--- src/rtl/ntc_pkg.sv ---
// ----------------------------------------------------------------------------
// NTC conversion package
// Types and fixed constants shared by the thermistor conversion modules.
// ----------------------------------------------------------------------------
package ntc_pkg;

  localparam int unsigned AdcW      = 16;
  localparam int unsigned ResW      = 20;
  localparam int unsigned ProdW     = 36;
  localparam int unsigned PosW      = 6;
  localparam int unsigned MantW     = 31;
  localparam int unsigned FracBits  = 24;
  localparam int unsigned LogW      = 30;
  localparam int unsigned NmrBaseW  = 37;
  localparam int unsigned BetaX100W = 21;
  localparam int unsigned DnmW      = 48;
  localparam int unsigned RemW      = 64;
  localparam int unsigned QuotW     = 16;
  localparam int unsigned TempW     = 16;
  localparam int unsigned FifoDepth = 4;

  localparam logic [AdcW-1:0] RailGuard = 16'd2;
  localparam logic [LogW-1:0] Ln2Q30    = 30'd744261118;
  localparam logic [QuotW-1:0] KelvinOffset = 16'd27315;
  localparam logic [QuotW-1:0] TkMin    = 16'd23315;
  localparam logic [QuotW-1:0] TkMax    = 16'd42315;
  localparam logic signed [TempW-1:0] TempMin = -16'sd4000;
  localparam logic signed [TempW-1:0] TempMax = 16'sd15000;

  typedef enum logic [2:0] {
    REG_FULL_SCALE = 3'd0,
    REG_OPEN_TEMP  = 3'd1,
    REG_LOW_SIDE   = 3'd2,
    REG_FIXED_RES  = 3'd3,
    REG_NOM_TEMP   = 3'd4,
    REG_BETA       = 3'd5,
    REG_NOM_RES    = 3'd6,
    REG_UNUSED     = 3'd7
  } ntc_reg_e;

  typedef enum logic [1:0] {
    CLS_CONV  = 2'd0,
    CLS_FAULT = 2'd1,
    CLS_HOT   = 2'd2,
    CLS_COLD  = 2'd3
  } ntc_cls_e;

  typedef struct packed {
    logic [AdcW-1:0]          adc_full_scale;
    logic signed [TempW-1:0]  open_temp_centi;
    logic                     low_side;
    logic [ResW-1:0]          fixed_res;
    logic [15:0]              t0;
    logic [13:0]              beta;
    logic [ResW-1:0]          r25;
    logic [NmrBaseW-1:0]      nmr_base;
    logic [BetaX100W-1:0]     beta_x100;
  } ntc_regs_t;

  typedef struct packed {
    logic             fault;
    logic [ProdW-1:0] num;
    logic [ProdW-1:0] den;
  } ntc_item_t;

endpackage

--- src/rtl/ntc_fifo.sv ---
// ----------------------------------------------------------------------------
// NTC item queue
// Short queue that decouples the front stage from the conversion pipeline.
// ----------------------------------------------------------------------------
module ntc_fifo (
  input  logic               clk_i,
  input  logic               rst_ni,
  input  logic               push_i,
  input  ntc_pkg::ntc_item_t item_i,
  output logic               full_o,
  input  logic               pop_i,
  output ntc_pkg::ntc_item_t item_o,
  output logic               empty_o
);

  localparam int unsigned PtrW = $clog2(ntc_pkg::FifoDepth);

  ntc_pkg::ntc_item_t mem_q [ntc_pkg::FifoDepth];
  logic [PtrW-1:0]    wr_q;
  logic [PtrW-1:0]    rd_q;
  logic [PtrW:0]      cnt_q;

  assign full_o  = (cnt_q == (PtrW+1)'(ntc_pkg::FifoDepth));
  assign empty_o = (cnt_q == '0);
  assign item_o  = mem_q[rd_q];

  always_ff @(posedge clk_i or negedge rst_ni) begin
    if (!rst_ni) begin
      wr_q  <= '0;
      rd_q  <= '0;
      cnt_q <= '0;
    end else begin
      if (push_i) begin
        wr_q <= wr_q + 1'b1;
      end
      if (pop_i) begin
        rd_q <= rd_q + 1'b1;
      end
      if (push_i && !pop_i) begin
        cnt_q <= cnt_q + 1'b1;
      end else if (pop_i && !push_i) begin
        cnt_q <= cnt_q - 1'b1;
      end
    end
  end

  always_ff @(posedge clk_i) begin
    if (push_i) begin
      mem_q[wr_q] <= item_i;
    end
  end

endmodule

--- config.mk ---
export PLATFORM = sky130hd
export DESIGN_NAME = ntc_fifo
export DESIGN_NICKNAME = d
export VERILOG_FILES = /design/src/rtl/ntc_pkg.sv /design/src/rtl/ntc_fifo.sv
export SDC_FILE = /design/constraint.sdc
export NUM_CORES = 1
export LEC_CHECK = 0
export BUFFER_PORTS_ARGS = -buffer_cell sky130_fd_sc_hd__buf_2
export CORE_MARGIN = 2
export CORE_UTILIZATION = 50
export DETAILED_ROUTE_END_ITERATION = 16
export GPL_TIMING_DRIVEN = 0
export PLACE_DENSITY = 0.71
export SLEW_MARGIN = 20
export SYNTH_ARGS = -nofsm -noshare
export SYNTH_HDL_FRONTEND = slang
export SYNTH_SLANG_ARGS = --single-unit
--- constraint.sdc ---
create_clock -name clk_i -period 6.2 [get_ports clk_i]
set_input_delay 1.24 -clock clk_i [delete_from_list [all_inputs] [get_ports clk_i]]
set_output_delay 1.24 -clock clk_i [all_outputs]
set_load 0.01 [all_outputs]
==> impl_metrics.csv, run 1 <==
group,metric,value,unit
yosys,synthesis.nets,498,
sta,rsz0062_at_grt,"no",
sta,setup_viol,0,
power,netSwitchingFraction,0.273,
clock_tree,cts.htree.levels,1,
critical_path,critPathArrivalTime,2.03,ns
sta,worst_slack,2.93,ns
clock_tree,post_cts_buffers,0,
sta,max-slew-margin-rel,0.503,
global_route,grt_max_degree,47,
place,numPlacedInstances,850,
sta,setup_tns,0,ns
clock_tree,cts-buffers-inserted,29,
sta,fin_crit_sh,0.527,
global_route,grt_usage,0.165,
route,vias,4877,
yosys,ys_seq_area_frac,0.819,
yosys,ys_types,19,
global_route,antenna_found_initial,0,
die,die_w,152,microns
cells_and_area,syn_to_final_growth,20.2,%
cells_and_area,finalCoreUtilization,0.607,
die,start_util,0.505,
cells_and_area,fin_nets,684,
cells_and_area,layout_commonest_cell,"edfxtp_1",
global_route,busiest_layer,"met2",
cells_and_area,stdcell_count,904,
route,vias_per_cell,5.39,
power,peakVddDrop,297,uV
critical_path,worst_setup_path_start_kind,"flop",
power,p_clk_frac,0.284,
power,power,6.32,mW
yosys,ys_seq_elements,299,
yosys,avgSynthCellArea,26.3,sq um
power,power.density,481,mW/mm^2
die,dieArea,0.0230,sq mm
die,io_pins,152,
place,place_congestion,0.688,
clock_tree,cts_resized,0,
power,p_seq_frac,0.432,
sta,final.setup_skew,0.0116,ns
clock_tree,clockBufferDepth,3,
clock_tree,clk_pin_slew,0.06,ns
power,pwr-share-comb,0.284,
sta,slew_violations,0,
critical_path,cp-end-kind,"output port",
clock_tree,cts-root-buf,"clkbuf_16",
sta,hold_viol,0,
job,max_cap_viol_count,0,
place,portBuffers,151,
place,dp_hpwl,11300,microns
cells_and_area,final_cell_mix,"edfxtp_1, buf_2, mux4_2",
worst_hold_path,hp-class,"reg2reg",
power,power.internal,4.60,mW
power,leakage,4.54,nW
global_route,grt_pass1_wl,29700,microns
clock_tree,clk_latency,0.53,ns
critical_path,crit_type,"reg2out",
yosys,synth_warnings,0,
die,rows,54,
route,drt-initial-drc-count,329,
die,core_area,0.0216,sq mm
power,power.switching,1.72,mW
run_status,status,"complete, no violations",
sta,period_minus_slack,3.27,ns
yosys,synth_area,0.0109,sq mm
route,wire_per_inst,20.9,microns
route,ant_nets,0,
sta,fmax,306,MHz
global_route,grt_pass1_vias,5274,
critical_path,crit_path_max_fanout,10,
global_route,grt_util_met1,0.220,
cells_and_area,drive_above_1_share,0.465,
yosys,netlist_instances,415,
critical_path,cp.required,4.96,ns
clock_tree,cts_hold_buffers,0,
place,dp_slack,3.43,ns
route,drt-total-wl,18900,microns
route,dr.pass1.iters,4,
die,die_h,152,microns
global_route,grt.met3_usage,0.0391,
global_route,overflow,0,
route,drc_errors,0,
global_route,grt_use_met2,0.281,
sta,tightest_slew,0.746,ns
clock_tree,cts_tree,"done",
clock_tree,cts_sinks,299,
[worst max-delay path, stage by stage, from the launching register on]
cell,delay [ns]
dfrtp_1,0.38
buf_6,0.21
buf_6,0.22
mux4_2,0.53
buf_2,0.16
[power by group through the flow]
stage / clock (mW) / sequential (mW) / combinational [mW]
after global routing: 1.92 / 2.76 / 1.94
after detailed placement: 0 / 2.78 / 1.84
final: 1.80 / 2.73 / 1.79
after CTS: 1.83 / 2.74 / 1.85
after global placement: 0 / 2.80 / 1.77
after floorplan: 0 / 2.77 / 1.17
[state kept, by name (all words and copies together), names as in the netlist]
signal and cells:
cnt_q 3, mem_q 292, rd_q 2, wr_q 2
[cell families after synthesis]
| kind of cell | Yosys count | synth area share |
|---|---|---|
| flip-flops | 299 | 0.819 |
| multiplexers | 74 | 0.152 |
| buffers and inverters | 20 | 0.0125 |
| AND/OR/NAND/NOR | 9 | 0.00447 |
| XOR/XNOR | 6 | 0.00481 |
| adder cells (fa/ha/maj) | 6 | 0.00756 |
| AO/OA/AOI/OAI | 1 | 0.000458 |
[synthesized netlist by cell type]
master	number	share of area
and2_1	4	0.0023
buf_2	7	0.0032
buf_4	2	0.0014
buf_6	6	0.0062
clkbuf_1	1	0.00034
dfrtp_1	7	0.016
edfxtp_1	292	0.80
fa_1	1	0.0018
ha_1	5	0.0057
inv_1	4	0.0014
mux2_2	1	0.0010
mux4_2	73	0.15
nand2_1	2	0.00069
nor2_1	1	0.00034
nor3_1	1	0.00046
nor3b_1	1	0.00069
o21ai_0	1	0.00046
xnor2_1	2	0.0016
xor2_1	4	0.0032
[metrics by stage]
step	cell area (sq um)	hold slack, ns
6_report	13100	0.522
5_1_grt	13100	0.523
4_1_cts	13100	0.519
3_5_place_dp	12100	0.507
3_3_place_gp	12000	0.473
2_1_floorplan	10900	0.456
[per-layer routing]
layer  vias to the layer above  part of all wire
li1                       2160                 -
met1                      2537              0.41
met2                       150              0.51
met3                        30             0.057
met4                         0             0.018
met5                         -                 0
[final timing paths]
path                                      start  cells after the start                endpoint  slack, ns
max                         rd_q[0]$_DFFE_PN0P_                      4              item_o[50]       2.93
min                        cnt_q[2]$_DFFE_PN0P_                      1    cnt_q[2]$_DFFE_PN0P_       0.52
max reg2reg                 wr_q[0]$_DFFE_PN0P_                      3  mem_q[3][69]$_DFFE_PP_       4.34
min reg2reg                cnt_q[2]$_DFFE_PN0P_                      1    cnt_q[2]$_DFFE_PN0P_       0.52
max in group asynchronous                rst_ni                      1     rd_q[0]$_DFFE_PN0P_       5.50
min in group asynchronous                rst_ni                      1    cnt_q[1]$_DFFE_PN0P_       0.54
[cell type report]
class / instances / area, sq um
Sequential cell: 299 / 8940
Antenna cell: 1 / 2.50
Fill cell: 1546 / 8490
Multi-Input combinational cell: 96 / 1850
Clock inverter: 18 / 239
Tap cell: 280 / 350
Inverter: 4 / 15.0
Buffer: 16 / 121
Timing Repair Buffer: 155 / 858
Clock buffer: 35 / 748
Power figures use the tool's default switching activity.
==> run 2, diff against run 1 <==
--- a/config.mk
+++ b/config.mk
@@ -10,7 +10,7 @@
 export CORE_UTILIZATION = 50
 export DETAILED_ROUTE_END_ITERATION = 16
 export GPL_TIMING_DRIVEN = 0
-export PLACE_DENSITY = 0.71
+export PLACE_DENSITY = 0.74
 export SLEW_MARGIN = 20
 export SYNTH_ARGS = -nofsm -noshare
 export SYNTH_HDL_FRONTEND = slang
==> constraint.sdc (replaced) <==
create_clock -name clk_i -period 2.8 [get_ports clk_i]
set_input_delay 0.56 -clock clk_i [delete_from_list [all_inputs] [get_ports clk_i]]
set_output_delay 0.56 -clock clk_i [all_outputs]
set_load 0.01 [all_outputs]
==> impl_metrics.csv, run 2 (synthesis results as in run 1) <==
group,metric,value,unit
sta,fmax,387,MHz
clock_tree,clk_pin_slew,0.06,ns
route,vias,4881,
clock_tree,clk_latency,0.52,ns
die,core_area,0.0216,sq mm
sta,tightest_slew,0.602,ns
power,p_seq_frac,0.445,
global_route,grt_pass1_vias,5391,
cells_and_area,n_antenna_cell,0,
cells_and_area,syn_to_final_growth,19.4,%
power,power.internal,9.83,mW
place,placed_area,0.0122,sq mm
sta,holdWs,0.246,ns
sta,max-slew-margin-rel,0.599,
die,dieArea,0.0230,sq mm
place,place_congestion,0.715,
die,rows,54,
clock_tree,cts-buffers-inserted,29,
cells_and_area,largest_reg_flops,292,
route,vias_per_cell,5.41,
route,drc_errors,0,
power,leakage,4.50,nW
clock_tree,clockBufferDepth,3,
clock_tree,cts.htree.levels,1,
clock_tree,post_cts_buffers,0,
die,start_util,0.505,
cells_and_area,layout_commonest_cell,"edfxtp_1",
critical_path,crit_type,"reg2out",
place,portBuffers,151,
sta,fin_crit_sh,0.923,
power,power.density,1040,mW/mm^2
power,p_clk_frac,0.262,
global_route,grt_max_degree,46,
global_route,overflow,0,
cells_and_area,drive_above_1_share,0.460,
power,peakVddDrop,600,uV
cells_and_area,final_cell_mix,"edfxtp_1, buf_2, mux4_2",
die,io_pins,152,
global_route,grt_pass1_wl,30000,microns
place,numPlacedInstances,850,
cells_and_area,top_regs,"mem_q (292), cnt_q (3)",
power,power,13.6,mW
critical_path,crit_path_max_fanout,10,
cells_and_area,fin_nets,685,
critical_path,worst_setup_path_start_kind,"flop",
global_route,grt_usage,0.166,
cells_and_area,finalCoreUtilization,0.603,
clock_tree,cts-root-buf,"clkbuf_16",
route,drt-total-wl,19000,microns
job,max_cap_viol_count,0,
sta,slew_violations,0,
critical_path,cp.required,2.24,ns
sta,hold_viol,0,
cells_and_area,regMostFlops,"mem_q",
die,die_h,152,microns
die,die_w,152,microns
clock_tree,cts_sinks,299,
cells_and_area,fin_area,0.0130,sq mm
cells_and_area,stdcell_count,902,
power,netSwitchingFraction,0.278,
route,drt-initial-drc-count,261,
sta,final.setup_skew,0.0105,ns
clock_tree,cts_tree,"done",
worst_hold_path,hp-class,"in2reg",
route,dr.pass1.iters,5,
critical_path,critPathArrivalTime,2.02,ns
sta,rsz0062_at_grt,"no",
place,dp_hpwl,11800,microns
route,wire_per_inst,21.1,microns
sta,period_minus_slack,2.58,ns
power,power.switching,3.78,mW
run_status,status,"complete, no violations",
sta,setup_viol,0,
critical_path,cp-end-kind,"output port",
power,pwr-share-comb,0.293,
route,ant_nets,0,
global_route,antenna_found_initial,1,
==> run 2: repair_timing <==
| item | CTS | global route |
|---|---|---|
| hold buffers | 1 | 0 |
| endpoints found under the setup margin | 0 | 0 |
| hold endpoints to repair | 7 | 0 |
| resized for setup | 0 | 0 |
==> run 2: cell type report <==
cell class / instances / area [sq um]
plain buffers: 16 / 121
clock buffers: 42 / 815
clock inverters: 9 / 65.1
fillers: 1539 / 8580
inverters: 4 / 15.0
multi-input cells: 96 / 1850
flip-flops and latches: 299 / 8940
well taps: 280 / 350
repair buffers: 156 / 876
==> run 2: layer usage <==
layer,GRT usage,up-vias,wire [microns]
met3,0.0394,28,1090
met4,0.0383,2,278
met5,0,-,16
met1,0.217,2554,7670
met2,0.287,140,9990
li1,-,2157,-
==> run 2: power by group through the flow <==
| stage | Combinational (mW) | Clock, mW | Sequential [mW] |
|---|---|---|---|
| detailed placement | 4.10 | 0 | 6.16 |
| finish | 3.99 | 3.56 | 6.06 |
| global route | 4.32 | 3.80 | 6.12 |
| global placement | 3.90 | 0 | 6.21 |
| floorplan | 2.60 | 0 | 6.13 |
| CTS | 4.12 | 3.65 | 6.07 |
==> run 2: worst max-delay path, stage by stage (launching register included) <==
cell and delay [ns]:
dfrtp_1 0.33, buf_2 0.30, buf_2 0.34, mux4_2 0.37, buf_2 0.16
==> run 2: through the flow <==
stage / worst slack (ns) / setup TNS [ns]
6_report: 0.216 / 0
5_1_grt: 0.0932 / 0
3_3_place_gp: -1.40 / -395.11
3_5_place_dp: 0.697 / 0
2_1_floorplan: 0.0387 / 0
4_1_cts: 0.143 / 0
==> run 2: final timing paths <==
path	from	endpoint	slack, ns	cells past startpoint
min in group asynchronous	rst_ni	cnt_q[1]$_DFFE_PN0P_	0.41	2
worst max register to register	wr_q[0]$_DFFE_PN0P_	mem_q[0][20]$_DFFE_PP_	0.98	4
worst min register to register	cnt_q[2]$_DFFE_PN0P_	cnt_q[2]$_DFFE_PN0P_	0.52	1
max in group asynchronous	rst_ni	rd_q[0]$_DFFE_PN0P_	2.22	2
worst min-delay path	item_i[44]	mem_q[3][44]$_DFFE_PP_	0.25	1
worst max-delay path	rd_q[1]$_DFFE_PN0P_	item_o[17]	0.22	4
