`config.mk`:
```
export PLATFORM = sky130hd
export DESIGN_NAME = ntc_cfg
export DESIGN_NICKNAME = d
export VERILOG_FILES = /design/src/rtl/ntc_pkg.sv /design/src/rtl/ntc_cfg.sv
export SDC_FILE = /design/constraint.sdc
export NUM_CORES = 1
export LEC_CHECK = 0
export ABC_AREA = 1
export BUFFER_PORTS_ARGS = -buffer_cell sky130_fd_sc_hd__buf_4
export CAP_MARGIN = 20
export CORE_UTILIZATION = 45
export CTS_BUF_LIST = sky130_fd_sc_hd__clkbuf_8
export DETAILED_ROUTE_END_ITERATION = 12
export PLACE_DENSITY = 0.67
export SETUP_SLACK_MARGIN = 0.1
export SKIP_LAST_GASP = 1
export SYNTH_ARGS = -nofsm -noshare
export SYNTH_HDL_FRONTEND = slang
export SYNTH_SLANG_ARGS = --single-unit
```
`constraint.sdc`:
```
create_clock -name clk_i -period 5.9 [get_ports clk_i]
set_input_delay 0.885 -clock clk_i [delete_from_list [all_inputs] [get_ports clk_i]]
set_output_delay 0.885 -clock clk_i [all_outputs]
set_load 0.1 [all_outputs]
```
`src/rtl/ntc_pkg.sv`:
```
// ----------------------------------------------------------------------------
// NTC conversion package
// Types and fixed constants shared by the thermistor conversion modules.
// ----------------------------------------------------------------------------
package ntc_pkg;

  localparam int unsigned AdcW      = 16;
  localparam int unsigned ResW      = 20;
  localparam int unsigned ProdW     = 36;
  localparam int unsigned PosW      = 6;
  localparam int unsigned MantW     = 31;
  localparam int unsigned FracBits  = 24;
  localparam int unsigned LogW      = 30;
  localparam int unsigned NmrBaseW  = 37;
  localparam int unsigned BetaX100W = 21;
  localparam int unsigned DnmW      = 48;
  localparam int unsigned RemW      = 64;
  localparam int unsigned QuotW     = 16;
  localparam int unsigned TempW     = 16;
  localparam int unsigned FifoDepth = 4;

  localparam logic [AdcW-1:0] RailGuard = 16'd2;
  localparam logic [LogW-1:0] Ln2Q30    = 30'd744261118;
  localparam logic [QuotW-1:0] KelvinOffset = 16'd27315;
  localparam logic [QuotW-1:0] TkMin    = 16'd23315;
  localparam logic [QuotW-1:0] TkMax    = 16'd42315;
  localparam logic signed [TempW-1:0] TempMin = -16'sd4000;
  localparam logic signed [TempW-1:0] TempMax = 16'sd15000;

  typedef enum logic [2:0] {
    REG_FULL_SCALE = 3'd0,
    REG_OPEN_TEMP  = 3'd1,
    REG_LOW_SIDE   = 3'd2,
    REG_FIXED_RES  = 3'd3,
    REG_NOM_TEMP   = 3'd4,
    REG_BETA       = 3'd5,
    REG_NOM_RES    = 3'd6,
    REG_UNUSED     = 3'd7
  } ntc_reg_e;

  typedef enum logic [1:0] {
    CLS_CONV  = 2'd0,
    CLS_FAULT = 2'd1,
    CLS_HOT   = 2'd2,
    CLS_COLD  = 2'd3
  } ntc_cls_e;

  typedef struct packed {
    logic [AdcW-1:0]          adc_full_scale;
    logic signed [TempW-1:0]  open_temp_centi;
    logic                     low_side;
    logic [ResW-1:0]          fixed_res;
    logic [15:0]              t0;
    logic [13:0]              beta;
    logic [ResW-1:0]          r25;
    logic [NmrBaseW-1:0]      nmr_base;
    logic [BetaX100W-1:0]     beta_x100;
  } ntc_regs_t;

  typedef struct packed {
    logic             fault;
    logic [ProdW-1:0] num;
    logic [ProdW-1:0] den;
  } ntc_item_t;

endpackage

```
`src/rtl/ntc_cfg.sv`:
```
// ----------------------------------------------------------------------------
// NTC configuration registers
// APB register file plus products of the beta model that depend on it alone.
// ----------------------------------------------------------------------------
module ntc_cfg (
  input  logic               clk_i,
  input  logic               rst_ni,
  input  logic               psel,
  input  logic               penable,
  input  logic               pwrite,
  input  logic [4:0]         paddr,
  input  logic [31:0]        pwdata,
  output logic [31:0]        prdata,
  output logic               pready,
  output ntc_pkg::ntc_regs_t cfg_o
);

  logic [15:0] full_q;
  logic [15:0] open_q;
  logic        low_q;
  logic [19:0] rf_q;
  logic [15:0] t0_q;
  logic [13:0] beta_q;
  logic [19:0] r25_q;
  logic [29:0] tb_q;
  logic [36:0] nmr_q;
  logic [20:0] bx_q;
  logic        wr_en;
  ntc_pkg::ntc_reg_e sel;

  assign pready = 1'b1;
  assign wr_en  = psel && penable && pwrite;
  assign sel    = ntc_pkg::ntc_reg_e'(paddr[4:2]);

  always_ff @(posedge clk_i or negedge rst_ni) begin
    if (!rst_ni) begin
      full_q <= 16'd4095;
      open_q <= 16'd15000;
      low_q  <= 1'b1;
      rf_q   <= 20'd10000;
      t0_q   <= 16'd29815;
      beta_q <= 14'd3380;
      r25_q  <= 20'd10000;
    end else if (wr_en) begin
      unique case (sel)
        ntc_pkg::REG_FULL_SCALE: full_q <= pwdata[15:0];
        ntc_pkg::REG_OPEN_TEMP:  open_q <= pwdata[15:0];
        ntc_pkg::REG_LOW_SIDE:   low_q  <= pwdata[0];
        ntc_pkg::REG_FIXED_RES:  rf_q   <= pwdata[19:0];
        ntc_pkg::REG_NOM_TEMP:   t0_q   <= pwdata[15:0];
        ntc_pkg::REG_BETA:       beta_q <= pwdata[13:0];
        ntc_pkg::REG_NOM_RES:    r25_q  <= pwdata[19:0];
        default: ;
      endcase
    end
  end

  always_ff @(posedge clk_i) begin
    tb_q  <= 30'(t0_q) * 30'(beta_q);
    nmr_q <= 37'(tb_q) * 37'd100;
    bx_q  <= 21'(beta_q) * 21'd100;
  end

  always_comb begin
    unique case (sel)
      ntc_pkg::REG_FULL_SCALE: prdata = {16'd0, full_q};
      ntc_pkg::REG_OPEN_TEMP:  prdata = {16'd0, open_q};
      ntc_pkg::REG_LOW_SIDE:   prdata = {31'd0, low_q};
      ntc_pkg::REG_FIXED_RES:  prdata = {12'd0, rf_q};
      ntc_pkg::REG_NOM_TEMP:   prdata = {16'd0, t0_q};
      ntc_pkg::REG_BETA:       prdata = {18'd0, beta_q};
      ntc_pkg::REG_NOM_RES:    prdata = {12'd0, r25_q};
      default:                 prdata = 32'd0;
    endcase
  end

  always_comb begin
    cfg_o.adc_full_scale  = full_q;
    cfg_o.open_temp_centi = $signed(open_q);
    cfg_o.low_side        = low_q;
    cfg_o.fixed_res       = rf_q;
    cfg_o.t0              = t0_q;
    cfg_o.beta            = beta_q;
    cfg_o.r25             = r25_q;
    cfg_o.nmr_base        = nmr_q;
    cfg_o.beta_x100       = bx_q;
  end

endmodule

```
==> results of run 1 <==
registers in the layout (all words and copies together), names as in the netlist:
signal and count:
bx_q 19, full_q 16, rf_q 20, tb_q 30, low_q 1, t0_q 16
nmr_q 35, open_q 16, beta_q 14, r25_q 20
synth_stat cells, types with 2 or more instances:
master and count:
nand3_1 71, o21ai_0 60, inv_1 701, nand2_1 747, nor3_1 11, mux2_4 4, xor2_1 39, a31oi_1 3
nand2_2 16, nor3_2 5, buf_6 10, inv_2 6, nand3_4 2, xnor2_1 7, o21bai_1 10, dfstp_2 46
dfxtp_1 84, o221ai_1 2, a21o_1 4, ha_1 235, nor2_2 6, o22ai_1 13, nor2_1 93, o21ai_1 60
conb_1 2, buf_2 8, nand2_4 2, nor2_4 2, clkbuf_1 46, and2_1 3, o211ai_1 12, fa_1 199
buf_4 25, nand4_1 12, a21oi_1 54, dfrtp_1 57, nand3_2 5
worst max path at each step:
| stage | slack [ps] | to | depth (start not counted) | start |
|---|---|---|---|---|
| after CTS | 300 | tb_q[29] | 21 | beta_q[4] |
| after global routing | 50 | tb_q[29] | 21 | t0_q[7] |
| after detailed placement | 350 | tb_q[29] | 21 | beta_q[4] |
| after floorplan | 100 | tb_q[29] | 25 | beta_q[3] |
| after global placement | 380 | tb_q[29] | 21 | beta_q[4] |
| final | 330 | tb_q[29] | 20 | beta_q[5] |
through the flow:
stage / util (%) / hold WS, ps
4_1_cts: 51.1 / 94.0
3_3_place_gp: 50.1 / 380
6_report: 51.3 / 150
2_1_floorplan: - / 359
3_5_place_dp: 50.1 / 376
5_1_grt: 51.3 / 129
layer usage:
metal | vias to the layer above | track usage, % | part of all wire, %
met4 | 0 | 7.39 | 2.4
met3 | 64 | 5.35 | 6.6
met5 | - | 0 | 0
met2 | 456 | 39.7 | 48
li1 | 8210 | - | -
met1 | 7830 | 27.3 | 43
worst max-delay path: stages, from the launching register on:
cell and delay (ps):
dfstp_4 750, buf_4 200, nand2_1 90, fa_1 480, fa_1 420, inv_1 90
fa_1 400, fa_1 470, fa_1 540, inv_1 50, fa_1 530, inv_1 40
ha_1 350, nand2_1 160, inv_1 80, a21oi_1 230, nand3_1 230, nand2_1 160
nand2_1 60, nand2_1 60, nand2_1 50
layout make-up:
type                            count  area, um^2
Tap cell                          592         741
Sequential cell                   187        4340
Fill cell                        4344       21500
Clock buffer                       17         234
Inverter                          707        2650
Multi-Input combinational cell   1699       12700
Timing Repair Buffer              231        1750
Clock inverter                     15         225
repair_timing:
action                                 4_1_cts  5_1_grt
hold buffers                                 0        0
buffers inserted                             0        3
setup endpoints to repair                    0        8
resized for setup                            0        3
endpoints found under the hold margin        0        0
cell families after synthesis:
group / share of synthesized area (%)
simple gates: 20.0
buf+inv: 15.8
fa+ha+maj: 34.5
compound gates: 5.98
flops: 21.5
xor+xnor: 2.01
mux: 0.299
other cells: 0.0374
==> flow_metrics.py, run 1 <==
metrics = {
    "detailed_routing": {
        "avgRoutedWirePerCell_um": 14.0,
        "wirelength_mm": 48.3,
        "dr.pass1.iters": 5,
        "drt_iter0_markers": 806,
        "route.detailed.drc": 0,
        "route.vias.total": 16600,
        "viasPerCell": 4.80,
        "postRouteAntennaNets": 0,
    },
    "clocking": {
        "cts_inserted_buffers": 17,
        "cts_root_buf": "clkbuf_8",
        "path_clk_slew_ps": 140,
        "cts.path.max_buffers": 2,
        "insertion_delay_ps": 590,
        "cts_tree": "yes",
        "htree_levels": 4,
        "cts_sinks": 187,
    },
    "logic_synthesis": {
        "synth_top_cell_area_share_pct": 19.8,
        "synth_top_area_cell": "fa_1",
        "synth_seq_cells": 187,
        "yosysWarnings": 0,
        "syn_inst": 2668,
        "synthArstFlopShare_pct": 55.1,
        "syn_area_um2": 20100,
        "ys_seq_area_share_pct": 21.5,
        "syn_area_per_cell_um2": 7.53,
        "synth_cell_type_count": 43,
        "synth_edf_count": 0,
        "synth_flop_cell": "dfxtp_1",
        "ys_top_cells_by_area": "fa_1, ha_1, nand2_1",
    },
    "sta": {
        "fmax_mhz": 180,
        "drv_slew": 0,
        "fin_ws_ps": 333,
        "fin_tns_setup_ps": 0,
        "post-route-period-util_pct": 94.3,
        "skew_ps": 26.8,
        "tightest_slew_ps": 977,
        "hold_violations": 0,
        "maxSlewHeadroom_pct": 34.9,
        "period_minus_slack_ps": 5570,
        "rsz0062_at_grt": "true",
        "finalSetupViolCount": 0,
    },
    "die": {
        "initial_core_util_pct": 45.5,
        "coreArea_um2": 44100,
        "io_pins": 236,
        "die_y_um": 213,
        "num_rows": 77,
        "dieArea_um2": 45500,
        "dieWidth_um": 213,
    },
    "layout": {
        "final_common_cell": "nand2_1",
        "drive_above_1_share_pct": 12.8,
        "layout.nets": 3319,
        "final_cell_mix": "nand2_1, inv_1, ha_1, buf_4, fa_1",
        "finish.instance_area_um2": 22600,
        "n_antenna_cell": 0,
        "area_growth_syn_to_layout_pct": 12.5,
        "stdcell_count": 3448,
    },
    "placed_design": {
        "dp.cells": 3413,
        "io_buffers": 204,
        "place_ws_ps": 353,
        "place_hpwl_mm": 39.7,
        "gp_congestion": 0.937,
        "place_area_um2": 22100,
    },
    "flow_run": {
        "maxCapViolations": 0,
    },
    "run_status": {
        "status": "finished clean",
    },
    "global_routing": {
        "antenna_found_initial": 0,
        "grt_pass1_wl_mm": 81.8,
        "grt-ovfl-total": 0,
        "grt_max_degree": 81,
        "grt_pass1_vias": 17200,
        "grt_usage_pct": 22.7,
    },
    "worst_setup_path": {
        "reg2reg_to": "tb_q[29]",
        "required_ps": 6380,
        "regToRegStartpoint": "beta_q[5]",
        "end_kind": "flop",
        "reg2reg_depth": 20,
        "critPathLaunchType": "flop",
        "regToRegSetupSlack_ps": 330,
        "worstPathArrival_ps": 6040,
        "critical_path_peak_fanout": 14,
        "criticalPathCategory": "flop to flop",
    },
    "hold_path": {
        "hold_class": "primary input to asynchronous set/reset pin",
    },
}
Power of run 1 is left out: the tool's default activity adds up to more than one toggle a clock period on the data nets, which glitch-free logic cannot reach.
==> run 2, diff against run 1 <==
--- a/config.mk
+++ b/config.mk
@@ -10,10 +10,12 @@
 export CAP_MARGIN = 20
 export CORE_UTILIZATION = 45
 export CTS_BUF_LIST = sky130_fd_sc_hd__clkbuf_8
+export CTS_CLUSTER_DIAMETER = 30
 export DETAILED_ROUTE_END_ITERATION = 12
-export PLACE_DENSITY = 0.67
+export PLACE_DENSITY = 0.68
 export SETUP_SLACK_MARGIN = 0.1
 export SKIP_LAST_GASP = 1
+export SLEW_MARGIN = 20
 export SYNTH_ARGS = -nofsm -noshare
 export SYNTH_HDL_FRONTEND = slang
 export SYNTH_SLANG_ARGS = --single-unit
==> run 2 against run 1 <==
Setup slack better by 59 ps. Maximum frequency is 1.1% higher. Critical path depth grew 4. Non-clock buffer count stayed put. Critical endpoint is now tb_q[27]. Design area about the same. Flip-flop and latch count unchanged. First-iteration DRC count increased by 3.5%. Clock skew grew 8.1 ps.
==> flow_metrics.py, run 2 (synthesized netlist as in run 1, its figures left out) <==
metrics = {
    "run_status": {
        "status": "finished clean",
    },
    "layout": {
        "reg.largest.list": "nmr_q (35), tb_q (30)",
        "area.sequential_um2": 4340,
        "largest_reg_flops": 35,
        "max_flop_register": "nmr_q",
        "drive_above_1_share_pct": 12.8,
        "layout.nets": 3319,
        "multi_input_area_um2": 12700,
        "final_common_cell": "nand2_1",
        "final_cell_mix": "nand2_1, inv_1, ha_1, buf_4, fa_1",
        "fill_cells": 4303,
        "area_growth_syn_to_layout_pct": 12.5,
    },
    "clocking": {
        "cts_tree": "yes",
        "cts_inserted_buffers": 17,
        "cts_root_buf": "clkbuf_8",
        "ctsHoldBuffers": 0,
        "cts.path.max_buffers": 2,
        "path_clk_slew_ps": 140,
        "insertion_delay_ps": 590,
        "cts_sinks": 187,
        "htree_levels": 4,
    },
    "global_routing": {
        "grt_pass1_wl_mm": 82.7,
        "grt_max_degree": 74,
        "grt_pass1_vias": 17300,
        "grt-ovfl-total": 0,
        "antenna_found_initial": 1,
        "grt_usage_pct": 22.9,
    },
    "worst_setup_path": {
        "critical-path-max-stage-delay_ps": 530,
        "worstPathArrival_ps": 5980,
        "crit_top_cell": "inv_1",
        "cpMaxStageDelayCell": "fa_1",
        "cp_cell_sequence": "buf_4 -> nand2_1 -> inv_1 -> fa_1 -> inv_1 -> fa_1 -> inv_1 -> fa_1 -> inv_1 -> fa_1 -> inv_1 -> fa_1 -> inv_1 -> fa_1 -> inv_1 -> ha_1 -> nand2_2 -> inv_1 -> a21oi_2 -> nand3_2 -> nand2_1 -> nand3_1 -> nand2_1 -> nand2_1",
        "critPathTopFamily": "adder cells",
        "path_buf_inv": 9,
        "critPathLaunchType": "flop",
        "criticalPathCategory": "flop to flop",
        "required_ps": 6370,
        "reg2reg_depth": 24,
        "end_kind": "flop",
        "crit_cells": 24,
        "regToRegSetupSlack_ps": 390,
        "critical_path_peak_fanout": 10,
    },
    "detailed_routing": {
        "wirelength_mm": 48.3,
        "route.detailed.drc": 0,
        "avgRoutedWirePerCell_um": 14.0,
        "postRouteAntennaNets": 0,
        "drt_iter0_markers": 834,
        "route.vias.total": 16600,
        "dr.pass1.iters": 5,
        "viasPerCell": 4.81,
    },
    "sta": {
        "drv_slew": 0,
        "hold_violations": 0,
        "maxSlewHeadroom_pct": 39.4,
        "fin_tns_setup_ps": 0,
        "post-route-period-util_pct": 93.3,
        "tightest_slew_ps": 909,
        "rsz0062_at_grt": "false",
        "finalSetupViolCount": 0,
        "period_minus_slack_ps": 5510,
        "skew_ps": 34.9,
        "fmax_mhz": 182,
    },
    "die": {
        "coreArea_um2": 44100,
        "dieWidth_um": 213,
        "num_rows": 77,
        "dieArea_um2": 45500,
        "die_y_um": 213,
        "io_pins": 236,
        "initial_core_util_pct": 45.5,
    },
    "flow_run": {
        "maxCapViolations": 0,
    },
    "placed_design": {
        "gp_congestion": 0.919,
        "place_hpwl_mm": 40.2,
        "io_buffers": 204,
    },
    "hold_path": {
        "hold_class": "primary input to asynchronous set/reset pin",
    },
}
-- run 2: layout make-up --
cell class | count | share of cell area, %
well taps | 592 | 3.28
inverters | 707 | 11.7
diodes | 1 | 0.0111
repair buffers | 231 | 7.69
clock buffers | 17 | 1.04
flip-flops and latches | 187 | 19.2
multi-input cells | 1699 | 56.0
clock inverters | 15 | 1.01
-- run 2: final timing paths --
kind | startpoint | to
max reg2reg | t0_q[5] | tb_q[27]
max | t0_q[5] | tb_q[27]
max in group asynchronous | rst_ni | beta_q[13]
min in group clk_i | tb_q[0] | nmr_q[2]
min | rst_ni | open_q[5]
min reg2reg | tb_q[0] | nmr_q[2]
-- run 2: worst reg2reg max path, delay by kind of cell (launching register included) --
kind,cells,cell delay (ps)
fa+ha+maj,7,3420
buf+inv,9,600
compound gates,1,220
flops,1,450
simple gates,7,700
-- run 2: per-stage QoR --
stage | utilization, % | instances | hold slack (ps) | area, um^2 | worst slack (ps)
after floorplan | - | 2683 | 359 | 20200 | 100
after global placement | 50.1 | 3413 | 383 | 22100 | 382
after detailed placement | 50.1 | 3413 | 387 | 22100 | 346
after CTS | 51.1 | 3445 | 155 | 22600 | 293
after global routing | 51.2 | 3449 | 186 | 22600 | 101
final | 51.2 | 3449 | 186 | 22600 | 393
-- run 2: routing by layer --
metal	part of all wire [%]	track usage [%]	vias up	wire [um]
li1	-	-	8207	-
met1	43	28.1	7839	21000
met2	48	39.5	444	23300
met3	5.7	4.52	89	2760
met4	2.7	8.77	0	1280
met5	0	0	-	0
-- run 2: repair_timing --
action,CTS,global route
gates resized for setup,0,3
setup endpoints to repair,0,12
buffers inserted,0,3
Power of run 2 is left out for the same reason.
